<file path="src/sv/kst_pkg.sv">
// ----------------------------------------------------------------------------
// kst_pkg: shared types and constants for the keyed slot table
// Holds the table size, the action and status codes, the controller states,
// and the command and status bundles between controller and datapath.
// ----------------------------------------------------------------------------
package kst_pkg;

    localparam int SLOT_COUNT = 16;
    localparam int IDX_W      = (SLOT_COUNT > 1) ? $clog2(SLOT_COUNT) : 1;
    localparam int KEY_W      = 32;
    localparam int VAL_W      = 32;
    localparam int CNT_W      = 5;
    localparam logic [IDX_W-1:0] LAST_IDX = IDX_W'(SLOT_COUNT - 1);

    typedef enum logic [1:0] {
        ACT_ADD    = 2'd0,
        ACT_REMOVE = 2'd1,
        ACT_FIND   = 2'd2,
        ACT_CLEAR  = 2'd3
    } t_action;

    typedef enum logic [2:0] {
        ST_OK        = 3'd0,
        ST_INVALID   = 3'd1,
        ST_EXISTS    = 3'd2,
        ST_FULL      = 3'd3,
        ST_NOT_FOUND = 3'd4
    } t_status;

    typedef enum logic [1:0] {
        S_IDLE,
        S_SCAN,
        S_COMMIT
    } t_state;

    // controller to datapath
    typedef struct packed {
        logic load;    // capture the request and restart the scan
        logic step;    // examine the current slot and advance
        logic commit;  // apply the update and load the result register
    } t_cmd;

    // datapath to controller
    typedef struct packed {
        logic skip;      // request needs no scan (clear or key zero)
        logic last;      // scan sits on the final slot
        logic out_free;  // result register can take a new transaction
    } t_sts;

endpackage

</file>
<file path="src/sv/kst_ctrl.sv">
// ----------------------------------------------------------------------------
// kst_ctrl: sequencer for the keyed slot table
// Accepts one request, walks the slot scan unless the request needs none,
// then commits once the result register has room.
// ----------------------------------------------------------------------------
module kst_ctrl (
    input  logic          i_clk,
    input  logic          i_rst_n,
    input  logic          i_in_valid,
    output logic          o_in_stall,
    input  kst_pkg::t_sts i_sts,
    output kst_pkg::t_cmd o_cmd
);

    kst_pkg::t_state r_state;
    kst_pkg::t_state n_state;

    // state register
    always_ff @(posedge i_clk) begin
        if (!i_rst_n) begin
            r_state <= kst_pkg::S_IDLE;
        end else begin
            r_state <= n_state;
        end
    end

    // next state and commands
    always_comb begin
        n_state      = r_state;
        o_cmd        = '0;
        o_in_stall   = 1'b1;
        case (r_state)
            kst_pkg::S_IDLE: begin
                o_in_stall = 1'b0;
                if (i_in_valid) begin
                    o_cmd.load = 1'b1;
                    n_state    = kst_pkg::S_SCAN;
                end
            end
            kst_pkg::S_SCAN: begin
                if (i_sts.skip) begin
                    n_state = kst_pkg::S_COMMIT;
                end else begin
                    o_cmd.step = 1'b1;
                    if (i_sts.last) begin
                        n_state = kst_pkg::S_COMMIT;
                    end
                end
            end
            kst_pkg::S_COMMIT: begin
                if (i_sts.out_free) begin
                    o_cmd.commit = 1'b1;
                    n_state      = kst_pkg::S_IDLE;
                end
            end
            default: begin
                n_state = kst_pkg::S_IDLE;
            end
        endcase
    end

endmodule

</file>
<file path="src/sv/kst_dpath.sv">
// ----------------------------------------------------------------------------
// kst_dpath: slot storage, scan unit and result register
// Scans one slot per cycle for a key match and the lowest free slot, then
// applies the request and registers the result.
// ----------------------------------------------------------------------------
module kst_dpath (
    input  logic                         i_clk,
    input  logic                         i_rst_n,
    input  kst_pkg::t_cmd                i_cmd,
    output kst_pkg::t_sts                o_sts,
    input  logic [1:0]                   i_action,
    input  logic [kst_pkg::KEY_W-1:0]    i_serial,
    input  logic [kst_pkg::VAL_W-1:0]    i_counter_value,
    output logic                         o_out_valid,
    input  logic                         i_out_stall,
    output logic [2:0]                   o_status,
    output logic [kst_pkg::VAL_W-1:0]    o_found_counter,
    output logic [kst_pkg::CNT_W-1:0]    o_entry_count
);

    // slot storage; keys and values are only seen through their valid bit
    logic [kst_pkg::SLOT_COUNT-1:0] r_valid;
    logic [kst_pkg::KEY_W-1:0]      r_key_mem [kst_pkg::SLOT_COUNT];
    logic [kst_pkg::VAL_W-1:0]      r_val_mem [kst_pkg::SLOT_COUNT];
    logic [kst_pkg::CNT_W-1:0]      r_count;

    // captured request
    kst_pkg::t_action               r_action;
    logic [kst_pkg::KEY_W-1:0]      r_key;
    logic [kst_pkg::VAL_W-1:0]      r_value;

    // scan state
    logic [kst_pkg::IDX_W-1:0]      r_idx;
    logic                           r_hit;
    logic [kst_pkg::IDX_W-1:0]      r_hit_idx;
    logic [kst_pkg::VAL_W-1:0]      r_hit_val;
    logic                           r_free;
    logic [kst_pkg::IDX_W-1:0]      r_free_idx;

    // registered slot read, fetched in the cycle before the scan examines it
    logic [kst_pkg::IDX_W-1:0]      rd_idx;
    logic [kst_pkg::KEY_W-1:0]      r_key_rd;
    logic [kst_pkg::VAL_W-1:0]      r_val_rd;

    // result register
    logic                           r_out_valid;
    kst_pkg::t_status               r_status;
    logic [kst_pkg::VAL_W-1:0]      r_found;

    logic                           slot_match;
    logic                           slot_empty;
    kst_pkg::t_status               n_status;
    logic [kst_pkg::VAL_W-1:0]      n_found;

    assign slot_match = r_valid[r_idx] && (r_key_rd == r_key);
    assign slot_empty = !r_valid[r_idx];

    assign o_sts.skip     = (r_action == kst_pkg::ACT_CLEAR) || (r_key == '0);
    assign o_sts.last     = (r_idx == kst_pkg::LAST_IDX);
    assign o_sts.out_free = !r_out_valid || !i_out_stall;

    // capture the request
    always_ff @(posedge i_clk) begin
        if (i_cmd.load) begin
            r_action <= kst_pkg::t_action'(i_action);
            r_key    <= i_serial;
            r_value  <= i_counter_value;
        end
    end

    // walk the slots, keep the first match and the lowest free slot
    always_ff @(posedge i_clk) begin
        if (!i_rst_n) begin
            r_idx  <= '0;
            r_hit  <= 1'b0;
            r_free <= 1'b0;
        end else if (i_cmd.load) begin
            r_idx  <= '0;
            r_hit  <= 1'b0;
            r_free <= 1'b0;
        end else if (i_cmd.step) begin
            if (!o_sts.last) begin
                r_idx <= r_idx + 1'b1;
            end
            if (slot_match && !r_hit) begin
                r_hit <= 1'b1;
            end
            if (slot_empty && !r_free) begin
                r_free <= 1'b1;
            end
        end
    end

    // fetch the slot the scan examines next
    assign rd_idx = i_cmd.load ? '0 : r_idx + 1'b1;

    always_ff @(posedge i_clk) begin
        if (i_cmd.load || (i_cmd.step && !o_sts.last)) begin
            r_key_rd <= r_key_mem[rd_idx];
            r_val_rd <= r_val_mem[rd_idx];
        end
    end

    always_ff @(posedge i_clk) begin
        if (i_cmd.step && slot_match && !r_hit) begin
            r_hit_idx <= r_idx;
            r_hit_val <= r_val_rd;
        end
        if (i_cmd.step && slot_empty && !r_free) begin
            r_free_idx <= r_idx;
        end
    end

    // decide the outcome of the request
    always_comb begin
        n_status = kst_pkg::ST_OK;
        n_found  = '0;
        if (r_action == kst_pkg::ACT_CLEAR) begin
            n_status = kst_pkg::ST_OK;
        end else if (r_key == '0) begin
            n_status = kst_pkg::ST_INVALID;
        end else begin
            case (r_action)
                kst_pkg::ACT_ADD: begin
                    if (r_hit) begin
                        n_status = kst_pkg::ST_EXISTS;
                    end else if (!r_free) begin
                        n_status = kst_pkg::ST_FULL;
                    end
                end
                kst_pkg::ACT_REMOVE: begin
                    if (!r_hit) begin
                        n_status = kst_pkg::ST_NOT_FOUND;
                    end
                end
                kst_pkg::ACT_FIND: begin
                    if (!r_hit) begin
                        n_status = kst_pkg::ST_NOT_FOUND;
                    end else begin
                        n_found = r_hit_val;
                    end
                end
                default: begin
                    n_status = kst_pkg::ST_OK;
                end
            endcase
        end
    end

    // update valid bits and the occupancy count
    always_ff @(posedge i_clk) begin
        if (!i_rst_n) begin
            r_valid <= '0;
            r_count <= '0;
        end else if (i_cmd.commit) begin
            if (r_action == kst_pkg::ACT_CLEAR) begin
                r_valid <= '0;
                r_count <= '0;
            end else if (r_key != '0) begin
                if (r_action == kst_pkg::ACT_ADD && !r_hit && r_free) begin
                    r_valid[r_free_idx] <= 1'b1;
                    r_count             <= r_count + 1'b1;
                end else if (r_action == kst_pkg::ACT_REMOVE && r_hit) begin
                    r_valid[r_hit_idx] <= 1'b0;
                    r_count            <= r_count - 1'b1;
                end
            end
        end
    end

    // write key and value into the claimed slot
    always_ff @(posedge i_clk) begin
        if (i_cmd.commit && r_action == kst_pkg::ACT_ADD && r_key != '0
                && !r_hit && r_free) begin
            r_key_mem[r_free_idx] <= r_key;
            r_val_mem[r_free_idx] <= r_value;
        end
    end

    // result register: load on commit, drop once taken
    always_ff @(posedge i_clk) begin
        if (!i_rst_n) begin
            r_out_valid <= 1'b0;
        end else if (i_cmd.commit) begin
            r_out_valid <= 1'b1;
        end else if (!i_out_stall) begin
            r_out_valid <= 1'b0;
        end
    end

    always_ff @(posedge i_clk) begin
        if (i_cmd.commit) begin
            r_status <= n_status;
            r_found  <= n_found;
        end
    end

    // count in the result reflects the state after the request
    logic [kst_pkg::CNT_W-1:0] r_out_count;

    always_ff @(posedge i_clk) begin
        if (i_cmd.commit) begin
            if (r_action == kst_pkg::ACT_CLEAR) begin
                r_out_count <= '0;
            end else if (r_key != '0 && r_action == kst_pkg::ACT_ADD
                    && !r_hit && r_free) begin
                r_out_count <= r_count + 1'b1;
            end else if (r_key != '0 && r_action == kst_pkg::ACT_REMOVE && r_hit) begin
                r_out_count <= r_count - 1'b1;
            end else begin
                r_out_count <= r_count;
            end
        end
    end

    assign o_out_valid     = r_out_valid;
    assign o_status        = r_status;
    assign o_found_counter = r_found;
    assign o_entry_count   = r_out_count;

endmodule

</file>
<file path="src/sv/keyed_slot_table.sv">
// ----------------------------------------------------------------------------
// keyed_slot_table: fixed associative table of keyed counter slots
// Add, remove, find or clear by 32-bit key; each request yields one result
// with a status, the found counter and the entry count.
// ----------------------------------------------------------------------------
//  channel   direction  handshake                payload
//  in        request    i_in_valid / o_in_stall  i_action, i_serial, i_counter_value
//  out       result     o_out_valid / i_out_stall o_status, o_found_counter,
//                                                o_entry_count
//
//  A request is scanned one slot per cycle by the scan unit, then committed
//  once the result register has room.
//  Clear and key zero skip the slot scan.
//  Reset (synchronous, active low) empties the table at once.
//  A stalled result holds; the next request is accepted as soon as the
//  previous one has committed to the result register.
// ----------------------------------------------------------------------------
module keyed_slot_table (
    input  logic                         i_clk,
    input  logic                         i_rst_n,
    input  logic                         i_in_valid,
    output logic                         o_in_stall,
    input  logic [1:0]                   i_action,
    input  logic [kst_pkg::KEY_W-1:0]    i_serial,
    input  logic [kst_pkg::VAL_W-1:0]    i_counter_value,
    output logic                         o_out_valid,
    input  logic                         i_out_stall,
    output logic [2:0]                   o_status,
    output logic [kst_pkg::VAL_W-1:0]    o_found_counter,
    output logic [kst_pkg::CNT_W-1:0]    o_entry_count
);

    kst_pkg::t_cmd cmd;
    kst_pkg::t_sts sts;

    kst_ctrl u_ctrl (
        .i_clk      (i_clk),
        .i_rst_n    (i_rst_n),
        .i_in_valid (i_in_valid),
        .o_in_stall (o_in_stall),
        .i_sts      (sts),
        .o_cmd      (cmd)
    );

    kst_dpath u_dpath (
        .i_clk           (i_clk),
        .i_rst_n         (i_rst_n),
        .i_cmd           (cmd),
        .o_sts           (sts),
        .i_action        (i_action),
        .i_serial        (i_serial),
        .i_counter_value (i_counter_value),
        .o_out_valid     (o_out_valid),
        .i_out_stall     (i_out_stall),
        .o_status        (o_status),
        .o_found_counter (o_found_counter),
        .o_entry_count   (o_entry_count)
    );

endmodule

</file>
<file path="config.mk">
export PLATFORM = sky130hd
export DESIGN_NAME = keyed_slot_table
export DESIGN_NICKNAME = d
export VERILOG_FILES = /design/src/sv/kst_pkg.sv /design/src/sv/kst_ctrl.sv /design/src/sv/kst_dpath.sv /design/src/sv/keyed_slot_table.sv
export SDC_FILE = /design/constraint.sdc
export NUM_CORES = 1
export LEC_CHECK = 0
export BUFFER_PORTS_ARGS = -buffer_cell sky130_fd_sc_hd__clkbuf_2
export CAP_MARGIN = 20
export CORE_UTILIZATION = 55
export DETAILED_ROUTE_END_ITERATION = 6
export MAX_ROUTING_LAYER = met4
export PLACE_DENSITY = 0.72
export SYNTH_ARGS = -nofsm -noshare
export SYNTH_HDL_FRONTEND = slang
export SYNTH_SLANG_ARGS = --single-unit
</file>
<file path="constraint.sdc">
create_clock -name i_clk -period 9.63 [get_ports i_clk]
set_input_delay 1.926 -clock i_clk [delete_from_list [all_inputs] [get_ports i_clk]]
set_output_delay 1.926 -clock i_clk [all_outputs]
set_load 0.005 [all_outputs]
</file>
[Word-level counts from Yosys, hierarchy flattened]
Memory sizes are Yosys's and may differ from the RTL's. A register that Yosys moved wholly into a read port is not among the register bits.
Cells that the tools add are included.
Storage, ports and cells
  flip-flop bits (word level): 176
  latch bits: 0
  bits in writable memories: 1024
  memory bits (read-only): 0
  bits of input ports: 70
  output and inout port bits: 42
  word-level logic and storage cells: 129
  memories: 2
Cells by class
  add/subtract/negate cells: 3
  multiply operators: 0
  div/mod/pow operators: 0
  order comparisons: 5
  equal/unequal tests: 11
  shift-type cells: 0
  mux-type cells: 38
  bitwise gates (word level): 7
  reduce and logical (&&, ||, !) cells: 46
Memory list
  u_dpath.r_key_mem: words 16, width 32, read ports 1, clocked after Yosys merged registers in 1, wr ports 1, line kst_dpath.sv:23  | logic [kst_pkg::KEY_W-1:0] r_key_mem [kst_pkg::SLOT_COUNT];
  u_dpath.r_val_mem: words 16, width 32, read ports 1, clocked after Yosys merged registers in 1, wr ports 1, line kst_dpath.sv:24  | logic [kst_pkg::VAL_W-1:0] r_val_mem [kst_pkg::SLOT_COUNT];
Operator list (count)
  $mux W16: 4
  $eq A32 B32 Y1: 1
  $logic_not A32 Y1: 1
  $reduce_bool A32 Y1: 1
  $mux W5: 6
  $logic_and A1 B1 Y1: 22
  $and A16 B16 Y16: 1
  $not A16 Y16: 1
  $or A16 B16 Y16: 1
  $lt A4 B5 Y1 const B: 3
  $mux W1: 15
  $mux W2: 5
  $demux W1 S4: 2
  $ge A4 B1 Y1 const B: 2
  $eq A2 B2 Y1 const B: 3
  $logic_not A1 Y1: 6
  $mux W3: 2
  $pmux W2 S3: 1
  $pmux W3 S2: 1
  $reduce_and A2 Y1: 3
  $reduce_and A3 Y1: 2
  $reduce_or A2 Y1: 3
  $add A5 B1 Y5 const B: 1
  $sub A5 B1 Y5 const B: 1
  14 further kinds: 22

[Longest topological paths before layout]
Gate-level depths: netlist (run 1).
  depth after elaboration: 10
  depth in mapped cells: 9
  depth with buffers taken out: 7

[Hierarchy]
A second synthesis (run 1) with hierarchy kept.
Unflattened totals
  cell total of the unflattened synthesis: 2761
  area, all modules: 49252.2 um2
By module, submodules not included
  kst_dpath: instances 1, cells each 2746, area each 49135.9 um2, seq. area each 37616.1 um2
  kst_ctrl: instances 1, cells each 15, area each 116.4 um2, seq. area each 40.0 um2

[Worst setup path after synthesis (run 1)]
Ideal clock, no wire load.
  kind: input -> register
  from: in i_out_stall
  to: mem u_dpath.r_key_mem[12][0] in the netlist's numbering (enable)
  library setup time: 0.564 ns
  arrival time: 7.413 ns
  data required time: 9.066 ns
  setup slack: 1.653 ns
  cell stages on the path: 5
  buffers on the path: 0
  path through: nand2_1 -> nand2_1 -> clkinv_1 -> nand2_1 -> nor3_1
RTL lines
  start: declaration: line keyed_slot_table.sv:27  | input logic i_out_stall,
  end: declaration: line kst_dpath.sv:23

[Worst setup path in the final report (run 1)]
  from: in i_in_valid
  to: reg u_dpath.r_val_rd[28] in the netlist's numbering (read register of u_dpath.r_val_mem) (data pin)
On the way
  word-level cells in the longest chain between the ends: 3
  elaborated cells on any way between the ends: 4
  classes of those cells: mux: 3; reduce/logical: 1
Ends and longest elaborated chain
  start: declaration: line keyed_slot_table.sv:21  | input logic i_in_valid,
  $mux W1 (*): line kst_ctrl.sv:35  | if (i_in_valid) begin
  $mux W1 (*): line kst_ctrl.sv:32  | case (r_state)
  $mux W4 or $logic_or A1 B1 Y1 (tied branches): line kst_dpath.sv:95, kst_dpath.sv:98
  end: declaration: line kst_dpath.sv:43  | logic [kst_pkg::VAL_W-1:0] r_val_rd;
Mark *: on every way between the ends. The rest lies on a longest branch, timed or not.
A chain may end at the register's enable or synchronous reset.

==> impl_metrics.csv, run 1 <==
group,metric,value,unit
power,p_leak,17.14,nW
timing,layout_setup_ws,4161,ps
yosys,synth_area_leaders,"edfxtp_1, a211oi_1, mux2i_1",
global_route,grt_overflow,0,
yosys,synth_top_cell_by_area,"edfxtp_1",
timing,finalHoldViolCount,0,
global_route,grt_antenna_before_repair,0,
die,core_area,0.09056,mm^2
clocking,cts_inserted_buffers,121,
critical_path,critical_path_arrival,6040,ps
cells_and_area,multi_input_area,0.01187,mm^2
yosys,netlist_area,0.05056,mm^2
routing,avgViaCountPerCell,6.617,
timing,rsz0062_at_grt,"false",
cells_and_area,fillers,6353,
clocking,clockBufferDepth,3,
die,chipHeight,305.2,um
die,dieArea,0.09315,mm^2
clocking,cts_resized,0,
cells_and_area,register_area,0.03766,mm^2
timing,clock_skew,39.74,ps
die,die_x,305.2,um
timing,worst_pin_slew,1185,ps
critical_path,cp_max_fo,112,
yosys,yosysUniqueCellTypes,66,
routing,totalWireLength,124900,um
timing,post-route-period-util,0.5679,
yosys,yosysSeqAreaShare,0.7447,
placed_design,detailedPlace.worstSlack,3578,ps
cells_and_area,layout-drive-gt1-share,0.1192,
clocking,cts_tree,"done",
critical_path,critical_path.cell_chain,"clkbuf_2, or3b_4, clkinv_8, nor2_4, buf_4, nand2_1, a311oi_1, o31a_1",
die,ioPinCount,112,
critical_path,worst_setup_path_end_kind,"flop",
yosys,async_flop_share,0,
routing,ant_nets,0,
worst_hold_path,min_path_type,"reg -> reg",
clocking,clock_sinks,1264,
clocking,postCtsHoldBufs,0,
cells_and_area,n_antenna_cell,0,
clocking,cts_setup_buffers,0,
critical_path,cp.required,10200,ps
power,finalPower,0.01162,W
critical_path,critical_path.max_stage_delay,950,ps
yosys,synth_area_per_cell,15.91,um^2
timing,setup_violations,0,
yosys,synth_top_area_share,0.7329,
yosys,synth_edf_count,1234,
placed_design,port-buffer-count,111,
power,peakVddDrop,0.0001742,V
yosys,yosysWarnings,0,
die,start_util,0.5583,
critical_path,start_kind,"input pin",
yosys,synth_seq_cells,1264,
power,power_density,207.5,mW/mm^2
clocking,cts.clk_slew.worst_paths,60,ps
placed_design,dpl.hpwl,60820,um
yosys,yosysMostFrequentCell,"edfxtp_1",
yosys,synth_commonest_cells,"edfxtp_1, nand2_1, a211oi_1, nor2b_1, mux2i_1",
clocking,h-tree-depth,3,
routing,drt_iter0_drc,3510,
cells_and_area,area_delta_synth_final,10.73,%
clocking,cts-root-buf,"clkbuf_16",
yosys,synth_fp_nets,3255,
die,fp-row-count,110,
yosys,synth-main-ff-cell,"edfxtp_1",
critical_path,cp_slowest_cell,"buf_4",
timing,fmax,182.8,MHz
timing,maxSlewViolCount,0,
placed_design,dp.cells,4270,
cells_and_area,fin_cells,4498,
global_route,grt_pass1_vias,29262,
timing,max-slew-margin-rel,0.2099,
routing,dr.pass1.iters,7,
flow_run,drv_cap,0,
routing,vias,29762,
critical_path,crit_type,"in -> reg",
placed_design,gp_congestion,0.8292,
routing,drc,0,
yosys,syn_inst,3178,
run_status,status,"finished, final reports clean",
timing,fin_crit,5469,ps
global_route,grt_usage,0.2742,
global_route,grt_first_pass_wirelength,184600,um
timing,whs,418.7,ps
clocking,clkLatencyLatePin,720,ps
timing,tns,0,ps
cells_and_area,nets,3295,
routing,routedWlPerCell,27.77,um
global_route,grt_max_degree,210,
## metal layers
metal / GRT usage / up-vias / part of all wire
li1: - / 12786 / -
met1: 0.3723 / 15048 / 0.40
met2: 0.4266 / 1673 / 0.47
met3: 0.04389 / 255 / 0.10
met4: 0.09104 / 0 / 0.026
met5: - / - / 0
## state kept, by name, summed over array words and instances (netlist names), 2 cells and up
name	cells
u_dpath.r_key_rd	32
u_dpath.r_value	32
u_dpath.o_status	3
u_dpath.r_free_idx	4
u_dpath.r_idx	4
u_dpath.r_key	32
u_dpath.r_key_mem	512
u_dpath.r_action	2
u_dpath.r_count	5
u_dpath.r_valid	16
u_dpath.r_val_rd	32
u_dpath.r_hit_idx	4
u_dpath.o_found_counter	32
u_dpath.r_hit_val	32
u_dpath.r_val_mem	512
u_dpath.o_entry_count	5
u_ctrl.r_state	2
## final timing paths
check / startpoint / to / slack, ps / depth (start not counted)
min: u_dpath.r_val_rd[24] / u_dpath.r_hit_val[24] / 420 / 0
max reg2reg: u_dpath.r_idx[0] / u_dpath.r_key_rd[25] / 4490 / 8
max: i_in_valid / u_dpath.r_val_rd[28] / 4160 / 8
min reg2reg: u_dpath.r_val_rd[24] / u_dpath.r_hit_val[24] / 420 / 0
## cell usage in the layout, fill, tap and decap left out, drive strengths merged, types with 32 or more instances in the layout
cell type,Yosys,final
a211o,64,64
a211oi,193,193
a311oi,129,129
and2,37,37
buf,137,55
clkbuf,112,258
clkinv,2,57
edfxtp,1234,1234
mux2i,133,133
nand2,285,285
nand3,72,72
nor2,32,32
nor2b,134,134
nor3b,64,64
o21a,129,129
o221ai,64,64
o31a,64,64
o31ai,64,64
## power by group
group / switching [W] / internal [W]
Sequential: 0.000117 / 0.00615
Clock: 0.00203 / 0.00268
Combinational: 0.000443 / 0.000200
Total: 0.00259 / 0.00903
## layout make-up
class	count	area share
flip-flops and latches	1264	0.6726
repair buffers	166	0.01810
multi-input cells	1657	0.2120
clock buffers	147	0.05696
inverters	8	0.0007598
well taps	1176	0.02628
clock inverters	80	0.01334
## cells by family (layout without fill, tap and decap cells)
kind of cell | count (synthesis) | in the layout | synth area share
flip-flops | 1264 | 1264 | 0.7447
adder cells (fa/ha/maj) | 7 | 7 | 0.001732
AND/OR/NAND/NOR | 690 | 690 | 0.07070
AO/OA/AOI/OAI | 784 | 784 | 0.1234
multiplexers | 138 | 138 | 0.02833
XOR/XNOR | 38 | 38 | 0.006582
buffers and inverters | 257 | 401 | 0.02455
## worst max-delay path: cells and delay by family
kind,cells,cell delay [ps]
simple gates,3,1760
buf+inv,3,1650
compound gates,2,520
## per-stage QoR
stage,area [um^2],util
6_report,55990,0.6183
5_1_grt,55990,0.6183
4_1_cts,55960,0.6180
3_5_place_dp,52030,0.5745
3_3_place_gp,52030,0.5745
2_1_floorplan,50560,-
No activity file was read; power rests on OpenSTA's default activity.
==> run 2: changes to the inputs <==
--- a/config.mk
+++ b/config.mk
@@ -5,6 +5,7 @@
 export SDC_FILE = /design/constraint.sdc
 export NUM_CORES = 1
 export LEC_CHECK = 0
+export ABC_AREA = 1
 export BUFFER_PORTS_ARGS = -buffer_cell sky130_fd_sc_hd__clkbuf_2
 export CAP_MARGIN = 20
 export CORE_UTILIZATION = 55
==> constraint.sdc (replaced) <==
create_clock -name i_clk -period 5.7 [get_ports i_clk]
set_input_delay 1.14 -clock i_clk [delete_from_list [all_inputs] [get_ports i_clk]]
set_output_delay 1.14 -clock i_clk [all_outputs]
set_load 0.005 [all_outputs]
==> impl_metrics.csv, run 2 <==
group,metric,value,unit
placed_design,dpl.hpwl,58400,um
yosys,synth_commonest_cells,"edfxtp_1, nand2_1, o211ai_1, inv_1, nor2_1",
routing,dr.pass1.iters,6,
cells_and_area,multi_input_area,0.01038,mm^2
yosys,syn_inst,3888,
clocking,cts_resized,0,
routing,avgViaCountPerCell,5.949,
yosys,async_flop_share,0,
timing,rsz0062_at_grt,"false",
yosys,synth_area_per_cell,13.03,um^2
routing,ant_nets,0,
cells_and_area,area_delta_synth_final,10.90,%
critical_path,start_kind,"flop",
clocking,cts-root-buf,"clkbuf_16",
global_route,grt_usage,0.2645,
yosys,synth_top_cell_by_area,"edfxtp_1",
yosys,yosysWarnings,0,
timing,fin_crit,3938,ps
yosys,netlist_area,0.05067,mm^2
cells_and_area,fillers,6534,
cells_and_area,layout_common_cells,"edfxtp_1, nand2_1, o211ai_1, inv_1, nor2_1",
clocking,clock_sinks,1264,
yosys,synth_area_leaders,"edfxtp_1, o211ai_1, nand2_1",
power,seqPwrFrac,0.544,
clocking,postCtsHoldBufs,0,
cells_and_area,nets,4028,
die,die_x,305.5,um
die,core_area,0.09070,mm^2
flow_run,drv_cap,0,
cells_and_area,layout.cells.most_common,"edfxtp_1",
power,finalPower,0.01943,W
placed_design,gp_congestion,0.8910,
power,switchingPower,0.004319,W
cells_and_area,n_antenna_cell,0,
yosys,synth_seq_cells,1264,
yosys,synth_fp_nets,3965,
run_status,status,"finished, final reports clean",
routing,drc,0,
power,power_density,345.8,mW/mm^2
yosys,synth-main-ff-cell,"edfxtp_1",
timing,maxSlewViolCount,0,
power,peakVddDrop,0.0002534,V
cells_and_area,register_area,0.03766,mm^2
timing,tns,0,ps
routing,vias,31092,
power,power_frac_comb,0.059,
timing,setup_violations,0,
timing,max-slew-margin-rel,0.1904,
power,power_switching_share,0.2222,
power,clkPwrFrac,0.397,
critical_path,worst_setup_path_end_kind,"flop",
timing,worst_pin_slew,1214,ps
power,p_leak,19.47,nW
timing,fmax,253.9,MHz
die,start_util,0.5586,
critical_path,cp_max_fo,22,
yosys,yosysMostFrequentCell,"edfxtp_1",
global_route,grt_first_pass_wirelength,180700,um
placed_design,port-buffer-count,111,
clocking,cts.clk_slew.worst_paths,60,ps
power,p_int,0.01511,W
timing,post-route-period-util,0.6909,
yosys,yosysSeqAreaShare,0.7432,
global_route,grt_max_degree,168,
cells_and_area,layout-drive-gt1-share,0.09210,
timing,clock_skew,24.32,ps
die,ioPinCount,112,
routing,routedWlPerCell,22.88,um
routing,totalWireLength,119600,um
critical_path,critical_path_arrival,4310,ps
clocking,clkLatencyLatePin,700,ps
critical_path,cp.required,6070,ps
global_route,grt_overflow,0,
die,fp-row-count,110,
cells_and_area,top_regs,"u_dpath.r_key_mem: 512 flops, u_dpath.r_val_mem: 512 flops",
global_route,grt_antenna_before_repair,1,
global_route,grt_pass1_vias,29880,
yosys,synth_edf_count,1234,
die,chipHeight,305.5,um
critical_path,crit_type,"reg -> reg",
clocking,clockBufferDepth,3,
die,dieArea,0.09334,mm^2
worst_hold_path,min_path_type,"reg -> reg",
yosys,synth_top_area_share,0.7313,
clocking,cts_inserted_buffers,121,
timing,finalHoldViolCount,0,
routing,drt_iter0_drc,4235,
yosys,yosysUniqueCellTypes,30,
clocking,cts_setup_buffers,0,
clocking,h-tree-depth,3,
clocking,cts_tree,"done",
## run 2: changes by cell type after synthesis, sizes merged, moves of 129 or more
| cell | delta |
|---|---|
| inv | +414 |
| mux2i | -133 |
| nor2 | +346 |
| nand2 | +258 |
| nor2b | -134 |
| o211ai | +512 |
| o21ai | +259 |
| a211oi | -193 |
| o21a | -129 |
| a311oi | -129 |
## run 2: final cells by class
| cell class | instances | share of cell area |
|---|---|---|
| Clock inverter | 68 | 0.009352 |
| Inverter | 420 | 0.02846 |
| Timing Repair Buffer | 173 | 0.02329 |
| Sequential cell | 1264 | 0.6701 |
| Clock buffer | 154 | 0.05796 |
| Multi-Input combinational cell | 1971 | 0.1846 |
| Tap cell | 1176 | 0.02619 |
## run 2: kinds of logic after synthesis
logic type	share of synthesized area
simple gates	0.09154
compound gates	0.1056
buf+inv	0.05571
xor+xnor	0.002247
fa+ha+maj	0.001728
flops	0.7432
## run 2: final timing paths
check,start,to,slack (ps),depth (start not counted)
worst min register to register,u_dpath.r_val_rd[15],u_dpath.r_hit_val[15],420,0
worst max-delay path,u_dpath.r_key[0],u_dpath.r_key_mem[0][11],1760,12
worst max register to register,u_dpath.r_key[0],u_dpath.r_key_mem[0][11],1760,12
worst min-delay path,u_dpath.r_val_rd[15],u_dpath.r_hit_val[15],420,0
## run 2: through the flow
stage | worst slack, ps | util | hold slack, ps | cells | area [um^2]
floorplan | 830.6 | - | 400.3 | 3888 | 50670
global placement | 1830 | 0.5774 | 403.6 | 5002 | 52370
detailed placement | 1751 | 0.5776 | 404.5 | 5003 | 52390
CTS | 1763 | 0.6193 | 415.5 | 5225 | 56170
global route | 1576 | 0.6195 | 422.6 | 5226 | 56190
finish | 1762 | 0.6195 | 417.5 | 5226 | 56190
## run 2: critical path, cell delays in order (launching register included)
cell and delay (ps):
edfxtp_1 700, inv_2 90, nand2_1 100, nor2_1 50
nand2_1 90, nor2_1 130, nand2_1 330, nand2_1 190
inv_1 190, nand2_1 110, buf_4 290, nor2_4 860
buf_4 420
## run 2: power by group through the flow
stage               clock network [W]  logic [W]  registers [W]
finish                        0.00771    0.00115         0.0106
global route                  0.00813    0.00127         0.0106
CTS                           0.00778    0.00114         0.0106
detailed placement                  0    0.00114         0.0108
global placement                    0    0.00111         0.0108
floorplan                           0   0.000847         0.0107
## run 2: per-layer routing
metal	share of wire	track usage	vias up
met4	0.022	0.07596	0
li1	-	-	14170
met5	0	-	-
met2	0.47	0.4092	1537
met1	0.41	0.3633	15193
met3	0.095	0.04583	192
